`config.mk`:
```
export PLATFORM = sky130hd
export DESIGN_NAME = wav_ctrl
export DESIGN_NICKNAME = d
export VERILOG_FILES = /design/src/rtl/core/wav_pkg.sv /design/src/rtl/core/wav_ctrl.sv
export SDC_FILE = /design/constraint.sdc
export NUM_CORES = 1
export LEC_CHECK = 0
export ABC_AREA = 1
export BUFFER_PORTS_ARGS = -buffer_cell sky130_fd_sc_hd__clkbuf_2
export CAP_MARGIN = 20
export CORE_AREA = 2 2 39 41
export CTS_CLUSTER_DIAMETER = 80
export DETAILED_ROUTE_END_ITERATION = 8
export DIE_AREA = 0 0 41 43
export PLACE_DENSITY_LB_ADDON = 0.08
export SLEW_MARGIN = 20
export SYNTH_ARGS = -nofsm -noshare
export SYNTH_HDL_FRONTEND = slang
export SYNTH_SLANG_ARGS = --single-unit
export TNS_END_PERCENT = 50
```
`constraint.sdc`:
```
create_clock -name i_clk -period 1.8 [get_ports i_clk]
set_input_delay 0.36 -clock i_clk [delete_from_list [all_inputs] [get_ports i_clk]]
set_output_delay 0.36 -clock i_clk [all_outputs]
set_load 0.1 [all_outputs]
```
`src/rtl/core/wav_pkg.sv`:
```
package wav_pkg;

    // window store geometry
    localparam int DEPTH = 64;
    localparam int IDX_W = $clog2(DEPTH);
    localparam int CNT_W = $clog2(DEPTH + 1);
    localparam int SUM_W = CNT_W + 1;

    // field widths
    localparam int POS_W  = 16;
    localparam int TIME_W = 16;
    localparam int TOT_W  = TIME_W + 1;
    localparam int FRAC_W = 16;
    localparam int QUO_W  = POS_W + FRAC_W;
    localparam int SPD_W  = QUO_W + 1;
    localparam int ENT_W  = 7;
    localparam int STEP_W = $clog2(QUO_W);

    localparam logic [TIME_W-1:0] SPAN_RESET = TIME_W'(1000);

    // command codes
    localparam logic CMD_ADD   = 1'b0;
    localparam logic CMD_CLEAR = 1'b1;

    // one stored sample
    typedef struct packed {
        logic [POS_W-1:0]  x;
        logic [POS_W-1:0]  y;
        logic [TIME_W-1:0] t;
    } t_sample;

    // controller states
    typedef enum logic [3:0] {
        S_IDLE,
        S_DECODE,
        S_EVICT,
        S_WRITE,
        S_TRIM_CHK,
        S_TRIM_SUB,
        S_LOAD_OLD,
        S_LOAD_NEW,
        S_DIVIDE,
        S_RESULT
    } t_state;

    // controller to datapath
    typedef struct packed {
        logic load_item;
        logic do_clear;
        logic set_evict;
        logic drop_oldest;
        logic write_sample;
        logic rd_newest;
        logic cap_old;
        logic start_div;
        logic upd_speed;
        logic load_out;
    } t_cmd;

    // datapath to controller
    typedef struct packed {
        logic is_clear;
        logic full;
        logic trim_need;
        logic calc_ok;
        logic div_done;
        logic out_free;
    } t_stat;

endpackage

```
`src/rtl/core/wav_ctrl.sv`:
```
module wav_ctrl (
    input  logic           i_clk,
    input  logic           i_rst_n,
    input  logic           i_in_valid,
    input  wav_pkg::t_stat i_stat,
    output logic           o_in_ready,
    output wav_pkg::t_cmd  o_cmd
);

    wav_pkg::t_state r_state;
    wav_pkg::t_state n_state;

    // state register
    always_ff @(posedge i_clk) begin
        if (!i_rst_n) begin
            r_state <= wav_pkg::S_IDLE;
        end else begin
            r_state <= n_state;
        end
    end

    // next state
    always_comb begin
        n_state = r_state;
        unique case (r_state)
            wav_pkg::S_IDLE: begin
                if (i_in_valid) n_state = wav_pkg::S_DECODE;
            end
            wav_pkg::S_DECODE: begin
                if (i_stat.is_clear) n_state = wav_pkg::S_RESULT;
                else if (i_stat.full) n_state = wav_pkg::S_EVICT;
                else n_state = wav_pkg::S_WRITE;
            end
            wav_pkg::S_EVICT:    n_state = wav_pkg::S_WRITE;
            wav_pkg::S_WRITE:    n_state = wav_pkg::S_TRIM_CHK;
            wav_pkg::S_TRIM_CHK: begin
                if (i_stat.trim_need) n_state = wav_pkg::S_TRIM_SUB;
                else if (i_stat.calc_ok) n_state = wav_pkg::S_LOAD_OLD;
                else n_state = wav_pkg::S_RESULT;
            end
            wav_pkg::S_TRIM_SUB: n_state = wav_pkg::S_TRIM_CHK;
            wav_pkg::S_LOAD_OLD: n_state = wav_pkg::S_LOAD_NEW;
            wav_pkg::S_LOAD_NEW: n_state = wav_pkg::S_DIVIDE;
            wav_pkg::S_DIVIDE: begin
                if (i_stat.div_done) n_state = wav_pkg::S_RESULT;
            end
            wav_pkg::S_RESULT: begin
                if (i_stat.out_free) n_state = wav_pkg::S_IDLE;
            end
            default: n_state = wav_pkg::S_IDLE;
        endcase
    end

    // commands
    always_comb begin
        o_cmd      = '0;
        o_in_ready = 1'b0;
        unique case (r_state)
            wav_pkg::S_IDLE: begin
                o_in_ready      = 1'b1;
                o_cmd.load_item = i_in_valid;
            end
            wav_pkg::S_DECODE:   o_cmd.do_clear = i_stat.is_clear;
            wav_pkg::S_EVICT: begin
                o_cmd.drop_oldest = 1'b1;
                o_cmd.set_evict   = 1'b1;
            end
            wav_pkg::S_WRITE:    o_cmd.write_sample = 1'b1;
            wav_pkg::S_TRIM_CHK: begin
            end
            wav_pkg::S_TRIM_SUB: o_cmd.drop_oldest = 1'b1;
            wav_pkg::S_LOAD_OLD: begin
                o_cmd.cap_old   = 1'b1;
                o_cmd.rd_newest = 1'b1;
            end
            wav_pkg::S_LOAD_NEW: o_cmd.start_div = 1'b1;
            wav_pkg::S_DIVIDE:   o_cmd.upd_speed = i_stat.div_done;
            wav_pkg::S_RESULT:   o_cmd.load_out = i_stat.out_free;
            default: begin
            end
        endcase
    end

endmodule

```
### After elaboration in Yosys (flattened, before gate mapping)

Index checks and enable logic that the tools add are counted.

| storage, ports and cells | value |
|---|---|
| register bits after elaboration | 4 |
| input port bits | 9 |
| output and inout bits | 11 |
| word-level logic and storage cells | 35 |

| operators by class | value |
|---|---|
| eq/ne operators | 12 |
| muxes and demuxes | 18 |
| reductions and logical operators | 4 |

Operators with widths:

| cell | count |
|---|---|
| $pmux W4 S9 | 1 |
| $mux W4 | 6 |
| $eq A4 B3 Y1 const B | 4 |
| $mux W1 | 10 |
| $eq A4 B2 Y1 const B | 2 |
| $eq A4 B4 Y1 const B | 2 |
| $ne A2 B2 Y1 const B | 3 |
| $eq A4 B1 Y1 const B | 1 |
| $logic_not A4 Y1 | 1 |
| $reduce_or A2 Y1 | 2 |
| $reduce_and A3 Y1 | 1 |
| $mux W2 | 1 |

### Depth between registers and ports, before layout

| depth | value |
|---|---|
| word-level depth | 3 |
| gate-level depth with buffers | 8 |
| gate-level depth less buffers | 8 |

### Worst setup path before layout

No wires, ideal clock.

| path | value |
|---|---|
| path type | reg-to-output |
| start | register r_state[1] |
| end | output o_cmd[6] (netlist name) |
| data arrival time | 2,704 ps |
| required time | 1,440 ps |
| slack | -1,264 ps |
| stages on the path, launching flop included | 3 |
| buffers on the path | 0 |
| cell sequence | dfxtp_1 > nand3_1 > o21ai_0 |

RTL lines:

| item | line | RTL |
|---|---|---|
| start, declared | wav_ctrl.sv:10 | `wav_pkg::t_state r_state;` |
| start signal, assigned | wav_ctrl.sv:16 | `r_state <= wav_pkg::S_IDLE;` |
| start signal, assigned | wav_ctrl.sv:18 | `r_state <= n_state;` |
| end, declared | wav_ctrl.sv:7 | `output wav_pkg::t_cmd o_cmd` |

==> impl_metrics.py <==
metrics = {
    "route": {
        "drt_iter0_drc": 6,
        "avgViaCountPerCell": 4.35,
        "drtAntennaViolNets": 0,
        "vias": 491,
        "routedWlPerCell_um": 8.51,
        "drc": 0,
        "totalWireLength_um": 962,
        "first_pass_iters": 4,
    },
    "clocking": {
        "post_cts_buffers": 0,
        "clk_pin_slew_ns": 0.04,
        "tritoncts": "built",
        "h-tree-depth": 1,
        "cts_buffer_depth": 2,
        "numCtsBuffers": 3,
        "clock-sinks": 4,
        "insertion_delay_ns": 0.23,
        "clock_tree.root_cell": "clkbuf_4",
    },
    "finish": {
        "area_delta_synth_final_pct": 85.2,
        "n_antenna_cell": 0,
        "nets": 108,
        "final_common_cell": "nand2_1",
        "largest_reg_flops": 4,
        "nFillCells": 135,
        "stdcell_count": 113,
        "drive_gt1_share_pct": 39.2,
        "most-common-layout-cells": "nand2_1 (18), inv_1 (16), buf_12 (11), nor2_1 (10), nand3_1 (9)",
        "top_regs": "r_state x4",
        "regMostFlops": "r_state",
    },
    "global_route": {
        "antenna_found_initial": 0,
        "met3_usage_pct": 3.66,
        "grt.total_usage_pct": 14.0,
        "overflow": 0,
        "busiest_layer": "met2",
        "grt_max_degree": 7,
        "grt_util_met2_pct": 19.1,
        "grt_pass1_vias": 401,
        "gr-usage-met1_pct": 18.3,
        "grt_pass1_wl_um": 1640,
    },
    "pwr": {
        "p_leak_uw": 0.000405,
        "total_power_uw": 1270,
        "ir_worst_vdd_mv": 0.761,
        "powerDensity_mw_per_mm2": 1760,
    },
    "timing": {
        "drv_slew": 0,
        "fmax_ghz": 0.593,
        "setup_tns_ns": 0,
        "slew_headroom_pct": 81.9,
        "finalCritPeriodShare_pct": 93.7,
        "skew_ns": 0.00175,
        "finalHoldViolCount": 0,
        "finalSetupViolations": 0,
        "worstMarginPinSlew_ns": 0.271,
        "rsz0062_at_grt": "false",
        "period_minus_slack_ns": 1.69,
        "setup_ws_ns": 0.114,
    },
    "worst_setup_path": {
        "worst_setup_path_start_kind": "flop",
        "crit_path_end_kind": "primary output",
        "critPathMaxFanout": 6,
        "critical_path_arrival_ns": 1.33,
        "reg2reg_to": "r_state[3]",
        "critical_path_class": "reg -> out",
        "r2r-start": "r_state[2]",
        "reg2reg_depth": 6,
        "r2r_slack_ns": 0.58,
        "critical_path_required_ns": 1.44,
    },
    "floorplanning": {
        "start_util_pct": 28.1,
        "core_mm2": 0.00138,
        "core.rowCount": 14,
        "die_w_um": 41,
        "boundaryPins": 20,
        "die_y_um": 43,
        "dieArea_mm2": 0.00176,
    },
    "synthesis": {
        "yosys_warnings": 0,
        "syn_inst": 76,
        "synthesis.nets": 85,
        "ys_seq_elements": 4,
        "yosysSeqAreaShare_pct": 20.6,
        "syn_area_per_cell_um2": 5.12,
        "synth_area_um2": 389,
        "synth.distinct_cells": 13,
    },
    "place": {
        "dp.cells": 110,
        "gp_routability_congestion": 0.835,
        "port_buffers": 19,
        "dpl.hpwl_um": 856,
        "dp_slack_ns": 0.305,
    },
    "min_path": {
        "min_to": "r_state[1]",
        "hold_class": "in -> reg",
        "worstHoldStart": "i_rst_n",
        "hold_depth": 3,
    },
    "run": {
        "drv_cap": 0,
    },
    "status": {
        "status": "complete, no violations",
    },
}
## routing by layer
layer | up-vias | wire (um)
met1 | 212 | 418
met3 | 0 | 29
met4 | 0 | 0
met5 | - | 0
li1 | 271 | -
met2 | 8 | 514
## how the worst max path moves through the flow
stage	startpoint	endpoint	slack, ns	cells after the start
floorplan	r_state[2]	r_state[3]	-0.44	6
global placement	r_state[0]	o_cmd[8]	0.33	5
detailed placement	r_state[1]	o_cmd[3]	0.30	5
CTS	r_state[1]	o_cmd[3]	0.05	5
global route	r_state[3]	o_cmd[3]	0.003	6
finish	r_state[2]	o_cmd[8]	0.11	6
## power breakdown
| group | switching, uW | internal, uW |
|---|---|---|
| registers | 36.3 | 120 |
| logic | 688 | 317 |
| clock network | 35.6 | 74.5 |
## worst max-delay path: stages (launching register included)
cell     delay [ns]
dfxtp_1        0.37
inv_2          0.10
nand2_2        0.07
nor2_2         0.16
nand2_1        0.11
inv_1          0.10
buf_12         0.18
## final cells by class
class	instances	area [um2]	area share, %
inverters	20	75.1	10.4
flip-flops and latches	4	82.6	11.5
clock buffers	3	22.5	3.13
repair buffers	19	260	36.1
well taps	16	20.0	2.78
multi-input cells	51	260	36.1
## synth_stat cells (all sizes together)
master	count	share of area, %
nand3	10	13
dfxtp	4	21
nand4	1	1.6
buf	1	1.9
inv	20	19
nand2	20	21
nor2	14	15
a21oi	2	2.6
o21ai	1	1.3
nor3	3	3.9
## cells by family after synthesis
family / share of synthesized area [%]
simple gates: 54.3
compound gates: 3.86
flops: 20.6
buf+inv: 21.2
## stage by stage
stage | cell area, um2 | utilization (%) | hold slack (ns)
final | 721 | 52.1 | 0.324
after global routing | 721 | 52.1 | 0.341
after CTS | 713 | 51.5 | 0.317
after detailed placement | 691 | 49.9 | 0.564
after global placement | 691 | 49.9 | 0.564
after floorplan | 418 | - | 0.458
## timing repair
action,4_1_cts,5_1_grt
endpoints found under the setup margin,0,3
gates resized for setup,0,3
hold buffers,0,0
endpoints found under the hold margin,0,0
No activity file was read; power rests on OpenSTA's default activity.
