`src/rtl/core/wav_pkg.sv`:
```
package wav_pkg;

    // window store geometry
    localparam int DEPTH = 64;
    localparam int IDX_W = $clog2(DEPTH);
    localparam int CNT_W = $clog2(DEPTH + 1);
    localparam int SUM_W = CNT_W + 1;

    // field widths
    localparam int POS_W  = 16;
    localparam int TIME_W = 16;
    localparam int TOT_W  = TIME_W + 1;
    localparam int FRAC_W = 16;
    localparam int QUO_W  = POS_W + FRAC_W;
    localparam int SPD_W  = QUO_W + 1;
    localparam int ENT_W  = 7;
    localparam int STEP_W = $clog2(QUO_W);

    localparam logic [TIME_W-1:0] SPAN_RESET = TIME_W'(1000);

    // command codes
    localparam logic CMD_ADD   = 1'b0;
    localparam logic CMD_CLEAR = 1'b1;

    // one stored sample
    typedef struct packed {
        logic [POS_W-1:0]  x;
        logic [POS_W-1:0]  y;
        logic [TIME_W-1:0] t;
    } t_sample;

    // controller states
    typedef enum logic [3:0] {
        S_IDLE,
        S_DECODE,
        S_EVICT,
        S_WRITE,
        S_TRIM_CHK,
        S_TRIM_SUB,
        S_LOAD_OLD,
        S_LOAD_NEW,
        S_DIVIDE,
        S_RESULT
    } t_state;

    // controller to datapath
    typedef struct packed {
        logic load_item;
        logic do_clear;
        logic set_evict;
        logic drop_oldest;
        logic write_sample;
        logic rd_newest;
        logic cap_old;
        logic start_div;
        logic upd_speed;
        logic load_out;
    } t_cmd;

    // datapath to controller
    typedef struct packed {
        logic is_clear;
        logic full;
        logic trim_need;
        logic calc_ok;
        logic div_done;
        logic out_free;
    } t_stat;

endpackage

```
`src/rtl/core/wav_div.sv`:
```
module wav_div (
    input  logic                       i_clk,
    input  logic                       i_rst_n,
    input  logic                       i_start,
    input  logic [wav_pkg::QUO_W-1:0]  i_dividend,
    input  logic [wav_pkg::TOT_W-1:0]  i_divisor,
    output logic [wav_pkg::QUO_W-1:0]  o_quot,
    output logic                       o_done
);

    logic                        r_busy;
    logic                        r_done;
    logic [wav_pkg::STEP_W-1:0]  r_cnt;
    logic [wav_pkg::TOT_W-1:0]   r_rem;
    logic [wav_pkg::QUO_W-1:0]   r_quo;
    logic [wav_pkg::TOT_W-1:0]   r_den;

    logic [wav_pkg::TOT_W:0]     w_shift;
    logic [wav_pkg::TOT_W:0]     w_trial;
    logic                        w_bit;
    logic [wav_pkg::TOT_W-1:0]   n_rem;

    // one restoring step: shift in next dividend bit, try subtract
    always_comb begin
        w_shift = {r_rem, r_quo[wav_pkg::QUO_W-1]};
        w_trial = w_shift - {1'b0, r_den};
        w_bit   = (w_shift >= {1'b0, r_den});
        n_rem   = w_bit ? w_trial[wav_pkg::TOT_W-1:0] : w_shift[wav_pkg::TOT_W-1:0];
    end

    // control
    always_ff @(posedge i_clk) begin
        if (!i_rst_n) begin
            r_busy <= 1'b0;
            r_done <= 1'b0;
        end else begin
            r_done <= 1'b0;
            if (i_start) begin
                r_busy <= 1'b1;
            end else if (r_busy && r_cnt == '0) begin
                r_busy <= 1'b0;
                r_done <= 1'b1;
            end
        end
    end

    // remainder, quotient and step count
    always_ff @(posedge i_clk) begin
        if (i_start) begin
            r_cnt <= wav_pkg::STEP_W'(wav_pkg::QUO_W - 1);
            r_rem <= '0;
            r_quo <= i_dividend;
            r_den <= i_divisor;
        end else if (r_busy) begin
            r_cnt <= r_cnt - 1'b1;
            r_rem <= n_rem;
            r_quo <= {r_quo[wav_pkg::QUO_W-2:0], w_bit};
        end
    end

    assign o_quot = r_quo;
    assign o_done = r_done;

endmodule

```
`src/rtl/core/wav_dp.sv`:
```
module wav_dp (
    input  logic                              i_clk,
    input  logic                              i_rst_n,
    input  logic                              i_cfg_wr_en,
    input  logic        [wav_pkg::TIME_W-1:0] i_cfg_wr_data,
    input  logic                              i_command,
    input  logic signed [wav_pkg::POS_W-1:0]  i_pos_x,
    input  logic signed [wav_pkg::POS_W-1:0]  i_pos_y,
    input  logic        [wav_pkg::TIME_W-1:0] i_elapsed_ms,
    input  logic                              i_out_ready,
    input  wav_pkg::t_cmd                     i_cmd,
    output wav_pkg::t_stat                    o_stat,
    output logic                              o_out_valid,
    output logic signed [wav_pkg::SPD_W-1:0]  o_speed_x,
    output logic signed [wav_pkg::SPD_W-1:0]  o_speed_y,
    output logic        [wav_pkg::TIME_W-1:0] o_window_time,
    output logic        [wav_pkg::ENT_W-1:0]  o_window_entries,
    output logic                              o_evicted_full
);

    wav_pkg::t_sample                 mem [wav_pkg::DEPTH];
    wav_pkg::t_sample                 r_rd;

    logic [wav_pkg::TIME_W-1:0]       r_span;
    logic [wav_pkg::IDX_W-1:0]        r_oldest;
    logic [wav_pkg::CNT_W-1:0]        r_count;
    logic [wav_pkg::TOT_W-1:0]        r_total;
    logic [wav_pkg::SPD_W-1:0]        r_spd_x;
    logic [wav_pkg::SPD_W-1:0]        r_spd_y;
    logic                             r_evicted;

    logic                             r_cmd;
    logic [wav_pkg::POS_W-1:0]        r_pos_x;
    logic [wav_pkg::POS_W-1:0]        r_pos_y;
    logic [wav_pkg::TIME_W-1:0]       r_ms;
    logic [wav_pkg::POS_W-1:0]        r_old_x;
    logic [wav_pkg::POS_W-1:0]        r_old_y;
    logic                             r_neg_x;
    logic                             r_neg_y;

    logic                             r_out_valid;
    logic [wav_pkg::SPD_W-1:0]        r_out_x;
    logic [wav_pkg::SPD_W-1:0]        r_out_y;
    logic [wav_pkg::TIME_W-1:0]       r_out_time;
    logic [wav_pkg::ENT_W-1:0]        r_out_ent;
    logic                             r_out_evict;

    logic [wav_pkg::SUM_W-1:0]        w_tail_sum;
    logic [wav_pkg::SUM_W-1:0]        w_new_sum;
    logic [wav_pkg::IDX_W-1:0]        w_slot;
    logic [wav_pkg::IDX_W-1:0]        w_newest;
    logic [wav_pkg::IDX_W-1:0]        w_rd_addr;
    logic [wav_pkg::IDX_W-1:0]        n_oldest;
    logic signed [wav_pkg::POS_W:0]   w_dx;
    logic signed [wav_pkg::POS_W:0]   w_dy;
    logic [wav_pkg::POS_W:0]          w_mag_x;
    logic [wav_pkg::POS_W:0]          w_mag_y;
    logic [wav_pkg::QUO_W-1:0]        w_quo_x;
    logic [wav_pkg::QUO_W-1:0]        w_quo_y;
    logic [wav_pkg::SPD_W-1:0]        w_qe_x;
    logic [wav_pkg::SPD_W-1:0]        w_qe_y;
    logic                             w_done_x;
    logic                             w_done_y;

    // circular store addressing
    always_comb begin
        w_tail_sum = wav_pkg::SUM_W'(r_oldest) + wav_pkg::SUM_W'(r_count);
        w_new_sum  = w_tail_sum - wav_pkg::SUM_W'(1);
        w_slot     = (w_tail_sum >= wav_pkg::SUM_W'(wav_pkg::DEPTH))
                   ? wav_pkg::IDX_W'(w_tail_sum - wav_pkg::SUM_W'(wav_pkg::DEPTH))
                   : wav_pkg::IDX_W'(w_tail_sum);
        w_newest   = (w_new_sum >= wav_pkg::SUM_W'(wav_pkg::DEPTH))
                   ? wav_pkg::IDX_W'(w_new_sum - wav_pkg::SUM_W'(wav_pkg::DEPTH))
                   : wav_pkg::IDX_W'(w_new_sum);
        w_rd_addr  = i_cmd.rd_newest ? w_newest : r_oldest;
        n_oldest   = (r_oldest == wav_pkg::IDX_W'(wav_pkg::DEPTH - 1))
                   ? '0 : r_oldest + 1'b1;
    end

    // sample store, registered read
    always_ff @(posedge i_clk) begin
        if (i_cmd.write_sample) begin
            mem[w_slot] <= '{x: r_pos_x, y: r_pos_y, t: r_ms};
        end
        r_rd <= mem[w_rd_addr];
    end

    // span register
    always_ff @(posedge i_clk) begin
        if (!i_rst_n) begin
            r_span <= wav_pkg::SPAN_RESET;
        end else if (i_cfg_wr_en) begin
            r_span <= i_cfg_wr_data;
        end
    end

    // window bookkeeping and held speed
    always_ff @(posedge i_clk) begin
        if (!i_rst_n) begin
            r_oldest  <= '0;
            r_count   <= '0;
            r_total   <= '0;
            r_spd_x   <= '0;
            r_spd_y   <= '0;
            r_evicted <= 1'b0;
        end else begin
            if (i_cmd.load_item) r_evicted <= 1'b0;
            if (i_cmd.set_evict) r_evicted <= 1'b1;
            if (i_cmd.do_clear) begin
                r_oldest <= '0;
                r_count  <= '0;
                r_total  <= '0;
                r_spd_x  <= '0;
                r_spd_y  <= '0;
            end
            if (i_cmd.drop_oldest) begin
                r_total  <= r_total - wav_pkg::TOT_W'(r_rd.t);
                r_oldest <= n_oldest;
                r_count  <= r_count - 1'b1;
            end
            if (i_cmd.write_sample) begin
                r_total <= r_total + wav_pkg::TOT_W'(r_ms);
                r_count <= r_count + 1'b1;
            end
            if (i_cmd.upd_speed) begin
                r_spd_x <= r_neg_x ? -w_qe_x : w_qe_x;
                r_spd_y <= r_neg_y ? -w_qe_y : w_qe_y;
            end
        end
    end

    // request capture
    always_ff @(posedge i_clk) begin
        if (i_cmd.load_item) begin
            r_cmd   <= i_command;
            r_pos_x <= i_pos_x;
            r_pos_y <= i_pos_y;
            r_ms    <= i_elapsed_ms;
        end
    end

    // newest minus oldest, sign and magnitude for the dividers
    always_comb begin
        w_dx    = $signed({r_rd.x[wav_pkg::POS_W-1], r_rd.x})
                - $signed({r_old_x[wav_pkg::POS_W-1], r_old_x});
        w_dy    = $signed({r_rd.y[wav_pkg::POS_W-1], r_rd.y})
                - $signed({r_old_y[wav_pkg::POS_W-1], r_old_y});
        w_mag_x = w_dx[wav_pkg::POS_W] ? -w_dx : w_dx;
        w_mag_y = w_dy[wav_pkg::POS_W] ? -w_dy : w_dy;
        w_qe_x  = {1'b0, w_quo_x};
        w_qe_y  = {1'b0, w_quo_y};
    end

    always_ff @(posedge i_clk) begin
        if (i_cmd.cap_old) begin
            r_old_x <= r_rd.x;
            r_old_y <= r_rd.y;
        end
        if (i_cmd.start_div) begin
            r_neg_x <= w_dx[wav_pkg::POS_W];
            r_neg_y <= w_dy[wav_pkg::POS_W];
        end
    end

    // serial dividers, one per axis, run in lockstep
    wav_div u_div_x (
        .i_clk      (i_clk),
        .i_rst_n    (i_rst_n),
        .i_start    (i_cmd.start_div),
        .i_dividend ({w_mag_x[wav_pkg::POS_W-1:0], {wav_pkg::FRAC_W{1'b0}}}),
        .i_divisor  (r_total),
        .o_quot     (w_quo_x),
        .o_done     (w_done_x)
    );

    wav_div u_div_y (
        .i_clk      (i_clk),
        .i_rst_n    (i_rst_n),
        .i_start    (i_cmd.start_div),
        .i_dividend ({w_mag_y[wav_pkg::POS_W-1:0], {wav_pkg::FRAC_W{1'b0}}}),
        .i_divisor  (r_total),
        .o_quot     (w_quo_y),
        .o_done     (w_done_y)
    );

    // output register
    always_ff @(posedge i_clk) begin
        if (!i_rst_n) begin
            r_out_valid <= 1'b0;
        end else if (i_cmd.load_out) begin
            r_out_valid <= 1'b1;
        end else if (i_out_ready) begin
            r_out_valid <= 1'b0;
        end
    end

    always_ff @(posedge i_clk) begin
        if (i_cmd.load_out) begin
            r_out_x     <= r_spd_x;
            r_out_y     <= r_spd_y;
            r_out_time  <= r_total[wav_pkg::TIME_W-1:0];
            r_out_ent   <= wav_pkg::ENT_W'(r_count);
            r_out_evict <= r_evicted;
        end
    end

    // status to controller
    always_comb begin
        o_stat.is_clear  = (r_cmd == wav_pkg::CMD_CLEAR);
        o_stat.full      = (r_count == wav_pkg::CNT_W'(wav_pkg::DEPTH));
        o_stat.trim_need = (r_total > {1'b0, r_span}) && (r_count != '0);
        o_stat.calc_ok   = (r_count != '0) && (r_total != '0);
        o_stat.div_done  = w_done_x & w_done_y;
        o_stat.out_free  = !r_out_valid || i_out_ready;
    end

    assign o_out_valid      = r_out_valid;
    assign o_speed_x        = $signed(r_out_x);
    assign o_speed_y        = $signed(r_out_y);
    assign o_window_time    = r_out_time;
    assign o_window_entries = r_out_ent;
    assign o_evicted_full   = r_out_evict;

endmodule

```
`config.mk`:
```
export PLATFORM = sky130hd
export DESIGN_NAME = wav_dp
export DESIGN_NICKNAME = d
export VERILOG_FILES = /design/src/rtl/core/wav_pkg.sv /design/src/rtl/core/wav_div.sv /design/src/rtl/core/wav_dp.sv
export SDC_FILE = /design/constraint.sdc
export NUM_CORES = 2
export LEC_CHECK = 0
export BUFFER_PORTS_ARGS = -buffer_cell sky130_fd_sc_hd__buf_2
export CAP_MARGIN = 20
export CORE_AREA = 2 2 489 491
export DETAILED_ROUTE_END_ITERATION = 12
export DIE_AREA = 0 0 491 493
export MAX_ROUTING_LAYER = met4
export PLACE_DENSITY = 0.76
export REMOVE_ABC_BUFFERS = 1
export SYNTH_ARGS = -nofsm -noshare
export SYNTH_HDL_FRONTEND = slang
export SYNTH_SLANG_ARGS = --single-unit
```
`constraint.sdc`:
```
create_clock -name i_clk -period 5.4 [get_ports i_clk]
set_input_delay 0.81 -clock i_clk [delete_from_list [all_inputs] [get_ports i_clk]]
set_output_delay 0.81 -clock i_clk [all_outputs]
set_load 0.05 [all_outputs]
```
Word-level counts from Yosys, hierarchy flattened. Memories as Yosys holds them, arrays and structs flattened. A register that Yosys moved wholly into a read port is not among the register bits. Cells that the tools add are included.

Bits in registers: 416. Bits in writable memories: 3072. Input bits: 79. Output and inout bits: 97. Word-level logic and storage cells: 120. Memories: 1.

Memory list: mem (words 64, width 48, rd ports 1, clocked after memory_dff 1, write ports 1, line wav_dp.sv:21) `wav_pkg::t_sample mem [wav_pkg::DEPTH];`.

Add/sub/neg operators: 19. Magnitude comparators: 5. Eq/ne operators: 2. Multiplexer cells: 37. Bitwise operators: 2. Reduce and logical (&&, ||, !) cells: 20.

Operators with widths (number): 2-to-1 mux 33 bit (5); 2-to-1 mux 32 bit (4); 2-to-1 mux 17 bit (5); negator 32 -> 33 bit (2); greater-or-equal comparator 18 x 17 -> 1 bit (2); 2-to-1 mux 6 bit (6); subtractor 16 x 16 -> 17 bit (2); subtractor 17 bit (2); 2-to-1 mux 16 bit (2); negator 16 bit (2); 2-to-1 mux 7 bit (3); adder 17 x 16 -> 17 bit (1); > comparator 17 x 16 -> 1 bit (1); nonzero test 17 bit (1); subtractor 17 x 16 -> 17 bit (1); greater-or-equal comparator 8 x 7 -> 1 bit, second input constant (2); nonzero test 2 bit (8); 2-to-1 mux 1 bit (12); subtractor 6 x 1 -> 6 bit, second input constant (2); logical NOT 5 bit (2); subtractor 5 x 1 -> 5 bit, second input constant (2); adder 6 x 7 -> 8 bit (1); subtractor 8 x 1 -> 8 bit, second input constant (1); adder 7 x 1 -> 7 bit, second input constant (1); 12 further kinds (15).

Longest topological paths before layout.
Depth after elaboration: 5. Depth in mapped cells: 14. Mapped depth without buffers: 13.

Hierarchy. A second synthesis with hierarchy kept.

Cell total of the unflattened synthesis: 7636. Area, all modules: 141997.4 um^2.

By module, submodules not included: wav_dp (instances 1, cells an instance 7008, area an instance 134492.7 um^2, seq. area each 100686.6 um^2); wav_div (instances 2, cells an instance 314, area an instance 3752.3 um^2, seq. area each 1951.9 um^2).

Worst setup path before layout. No wires, ideal clock.

Path type: register to register. Start: register r_count[0] (netlist name). End: memory mem[49][0] (netlist name), enable pin. Setup time: 454 ps. Arrival time: 4104 ps. Data required time: 4946 ps. Path slack: 842 ps. Cell stages (with the launch flop): 11. Path buffers: 0. Clock period less this slack: 4558 ps. Path through: dfxtp_1 -> ha_1 -> inv_1 -> fa_1 -> inv_2 -> a21o_1 -> a21oi_1 -> xnor2_1 -> nor2b_1 -> nand2_1 -> nor2_1.

Cells in the longest elaborated chain, start to end: 3. Elaborated cells on any way between the ends: 4. Those cells by class: add/sub (2); order compare (1); mux (1).

Ends and longest elaborated chain: from (decl) (line wav_dp.sv:26) `logic [wav_pkg::CNT_W-1:0] r_count;`; from (signal assigned) (line wav_dp.sv:119) `r_count <= r_count - 1'b1;`; from (signal assigned) (line wav_dp.sv:123) `r_count <= r_count + 1'b1;`; adder 6 x 7 -> 8 bit * (line wav_dp.sv:67) `w_tail_sum = wav_pkg::SUM_W'(r_oldest) + wav_pkg::SUM_W'(r_count);`; greater-or-equal comparator 8 x 7 -> 1 bit or subtractor 6 x 1 -> 6 bit (tied branches) (line wav_dp.sv:69, wav_dp.sv:70); 2-to-1 mux 6 bit * (line wav_dp.sv:70) `? wav_pkg::IDX_W'(w_tail_sum - wav_pkg::SUM_W'(wav_pkg::DEPTH))`; to (decl) (line wav_dp.sv:21).

Every way passes the cells marked *; elsewhere a longest branch is shown, timed or not.

Final worst setup path.
Start: register r_count[0] (netlist name). End: register, netlist name r_rd[32].

Cells in the longest elaborated chain, start to end: 5. Elaborated cells on any way between the ends: 6. Those cells by class: add/sub (3); order compare (1); mux (2).

Ends and longest elaborated chain: adder 6 x 7 -> 8 bit * (line wav_dp.sv:67); subtractor 8 x 1 -> 8 bit * (line wav_dp.sv:68) `w_new_sum = w_tail_sum - wav_pkg::SUM_W'(1);`; greater-or-equal comparator 8 x 7 -> 1 bit or subtractor 6 x 1 -> 6 bit (tied branches) (line wav_dp.sv:72, wav_dp.sv:73); 2-to-1 mux 6 bit * (line wav_dp.sv:73) `? wav_pkg::IDX_W'(w_new_sum - wav_pkg::SUM_W'(wav_pkg::DEPTH))`; 2-to-1 mux 6 bit * (line wav_dp.sv:75) `w_rd_addr = i_cmd.rd_newest ? w_newest : r_oldest;`.

Marked as above. A chain may end at the register's enable or synchronous reset.

==> flow_summary.json <==
{
  "wl_um": 371000,
  "fp.dieArea_sq_um": 242000,
  "cpPeakStageDelay_ns": 0.72,
  "numCtsBuffers": 356,
  "vias_per_cell": 6.68,
  "worstSetupStartpointType": "flop",
  "max-vdd-ir-drop_v": 0.000350,
  "synthFlopType": "edfxtp_1",
  "crit_type": "flop to flop",
  "finish.utilization_pct": 67.7,
  "max-slew-margin-rel_pct": 24.0,
  "slowest_stage": "mux2i_1",
  "place_congestion": 0.851,
  "clock_latency_ns": 0.98,
  "r2r_slack_ns": 0.61,
  "r2r-end": "r_rd[32]",
  "nNetsFinal": 8121,
  "synth-seq-cells": 3536,
  "clk_path_buf_depth": 4,
  "grt_pass1_wl_um": 530000,
  "dp_hpwl_um": 201000,
  "worstMarginPinSlew_ns": 1.14,
  "power_density_nw_per_um2": 426,
  "drc": 0,
  "final.setup.worst_slack_ns": 0.608,
  "syn_area_sq_um": 142000,
  "total_leakage_power_nw": 53.6,
  "async_reset_ff_share_pct": 0,
  "min_from": "i_pos_x[1]",
  "worstHoldPathType": "input port to flop",
  "num_io_pins": 176,
  "synthToLayoutAreaGrowth_pct": 13.3,
  "cts_setup_buffers": 0,
  "timing.rr.start": "r_count[0]",
  "status": "finished, final reports clean",
  "yosys_warnings": 0,
  "maxSlewViolCount": 0,
  "path_common_cell": "buf_12",
  "postLayoutCellArea_sq_um": 160000,
  "skew_ns": 0.0796,
  "required_ns": 6.22,
  "crit_start": "r_count[0]",
  "drv_cap": 0,
  "fin_cells": 11400,
  "placedCellCount": 10700,
  "setup-tns-final_ns": 0,
  "drive_gt1_share_pct": 23.1,
  "die-height_um": 493,
  "r2r.worst_path.cells": 15,
  "track_usage_pct": 31.5,
  "ant_nets": 0,
  "placed_area_sq_um": 149000,
  "die_x_um": 491,
  "min_period_ns": 4.79,
  "wl_per_cell_um": 32.6,
  "row_count": 179,
  "via_count": 75800,
  "pre_cts_slack_ns": 0.621,
  "synth.avg_cell_area_sq_um": 19.1,
  "end_kind": "flop",
  "path_cells": "ha_1 -> inv_1 -> fa_1 -> ha_1 -> nand2_1 -> o21ai_4 -> buf_12 -> buf_12 -> buf_12 -> mux4_2 -> nor2b_1 -> a211oi_1 -> a21oi_1 -> mux2i_1 -> mux2i_1",
  "clk_pin_slew_ns": 0.06,
  "portBuffers": 175,
  "rsz0062_at_grt": "no",
  "antenna_found_initial": 11,
  "hold_viol": 0,
  "finalCritPeriodShare_pct": 88.7,
  "tritoncts": "built",
  "cts_max_level": 5,
  "initial_core_util_pct": 59.7,
  "ys_types": 93,
  "fmax_ghz": 0.209,
  "drt_pass1_iterations": 7,
  "cts.sinks": 3536,
  "core-area_sq_um": 237000,
  "grt_max_degree": 101,
  "cts-root-buf": "clkbuf_16",
  "grt_overflow": 0,
  "crit_path_end": "r_rd[32]",
  "ys_seq_area_share_pct": 73.3,
  "setup-violations-final": 0,
  "grt_pass1_vias": 75300,
  "path_max_fanout": 21,
  "arrival_ns": 5.61,
  "worstHoldPathCells": 1,
  "drt_iter0_drc": 10600,
  "syn-instance-count": 7415,
  "synth_edf_count": 3294
}
==> synthesized netlist by cell type, types with 40 or more instances <==
cell type	instances	area share (%)
a211oi_1	216	1.1
a21oi_1	331	1.2
buf_1	40	0.11
buf_2	120	0.42
clkbuf_1	213	0.56
dfxtp_1	242	3.4
edfxtp_1	3294	70
ha_1	131	1.2
inv_1	135	0.36
mux2i_1	402	2.8
mux4_2	768	12
nand2_1	162	0.43
nand3_1	41	0.14
nor2_1	223	0.59
nor2b_1	289	1.3
nor3_1	41	0.14
nor3b_1	67	0.36
o21ai_0	118	0.42
xnor2_1	115	0.71
xor2_1	45	0.28
==> critical path: cells and delay by family (launching register included) <==
kind                     cells  cell delay [ns]
multiplexers                 3             1.22
AND/OR/NAND/NOR              2             0.24
buffers and inverters        4             0.77
AO/OA/AOI/OAI                3             0.77
flip-flops                   1             0.48
adder cells (fa/ha/maj)      3             1.13
==> flip-flops by register name (all words and copies together), names as in the netlist, 17 cells and up <==
name            flops
mem              3072
o_speed_x          33
o_speed_y          33
r_rd               48
r_spd_x            33
r_spd_y            33
r_total            17
u_div_x.o_quot     32
u_div_x.r_den      17
u_div_x.r_rem      17
u_div_y.o_quot     32
u_div_y.r_rem      17
==> what timing repair did <==
item / CTS / global route
hold buffers: 15 / 0
hold endpoints to repair: 15 / 0
gates resized for setup: 0 / 0
==> layout make-up <==
type                            count  area [sq um]
Timing Repair Buffer              515          4490
Antenna cell                       15          37.5
Fill cell                       14600         76500
Multi-Input combinational cell   3358         36200
Sequential cell                  3536        104000
Clock buffer                      451          9520
Inverter                          137           514
Clock inverter                    174          1960
Tap cell                         3167          3960
==> worst min-delay path by stage <==
stage / endpoint / slack [ns]
6_report: r_pos_x[1] / 0.04
2_1_floorplan: o_speed_x[0] / 0.40
4_1_cts: r_ms[3] / 0.0003
5_1_grt: r_ms[6] / 0.01
3_5_place_dp: o_speed_x[6] / 0.41
3_3_place_gp: o_speed_x[8] / 0.41
==> through the flow <==
| step | hold slack, ns | power, W |
|---|---|---|
| after detailed placement | 0.407 | 0.0441 |
| after global routing | 0.0108 | 0.0704 |
| after global placement | 0.408 | 0.0438 |
| final | 0.0387 | 0.0683 |
| after floorplan | 0.400 | 0.0451 |
| after CTS | 0.000296 | 0.0684 |
==> cells in the final DEF, fill, tap and decap left out, types with 45 or more instances in the layout <==
master	netlist	layout
buf_2	120	172
inv_1	135	135
edfxtp_1	3294	3294
nor2_4	0	64
clkbuf_16	0	358
buf_4	8	247
clkinv_1	0	46
nor2b_1	289	289
a211oi_1	216	216
xnor2_1	115	115
nand2_1	162	162
o21ai_0	118	118
nor3b_1	67	67
clkinv_2	0	57
xor2_1	45	45
mux4_2	768	768
a21oi_1	331	329
buf_12	0	79
ha_1	131	131
mux2i_1	402	402
dfxtp_1	242	240
nor2_1	223	159
clkbuf_1	213	72
==> report_power, final <==
part           switching (W)  internal [W]
clock network         0.0101        0.0144
logic                0.00685       0.00464
registers            0.00111        0.0312
total                 0.0181        0.0502
==> logic make-up after synthesis <==
group,share of synthesized area [%]
flip-flops,73.3
multiplexers,15.1
AND/OR/NAND/NOR,3.67
AO/OA/AOI/OAI,4.15
buffers and inverters,1.52
XOR/XNOR,0.990
adder cells (fa/ha/maj),1.26
==> routing by layer <==
metal,vias up,GRT usage [%],share of wire [%]
li1,31100,-,-
met1,39000,41.8,36
met2,4901,47.9,47
met3,849,7.44,12
met4,0,12.1,4.4
met5,-,-,0
No activity file was read; power rests on OpenSTA's default activity.
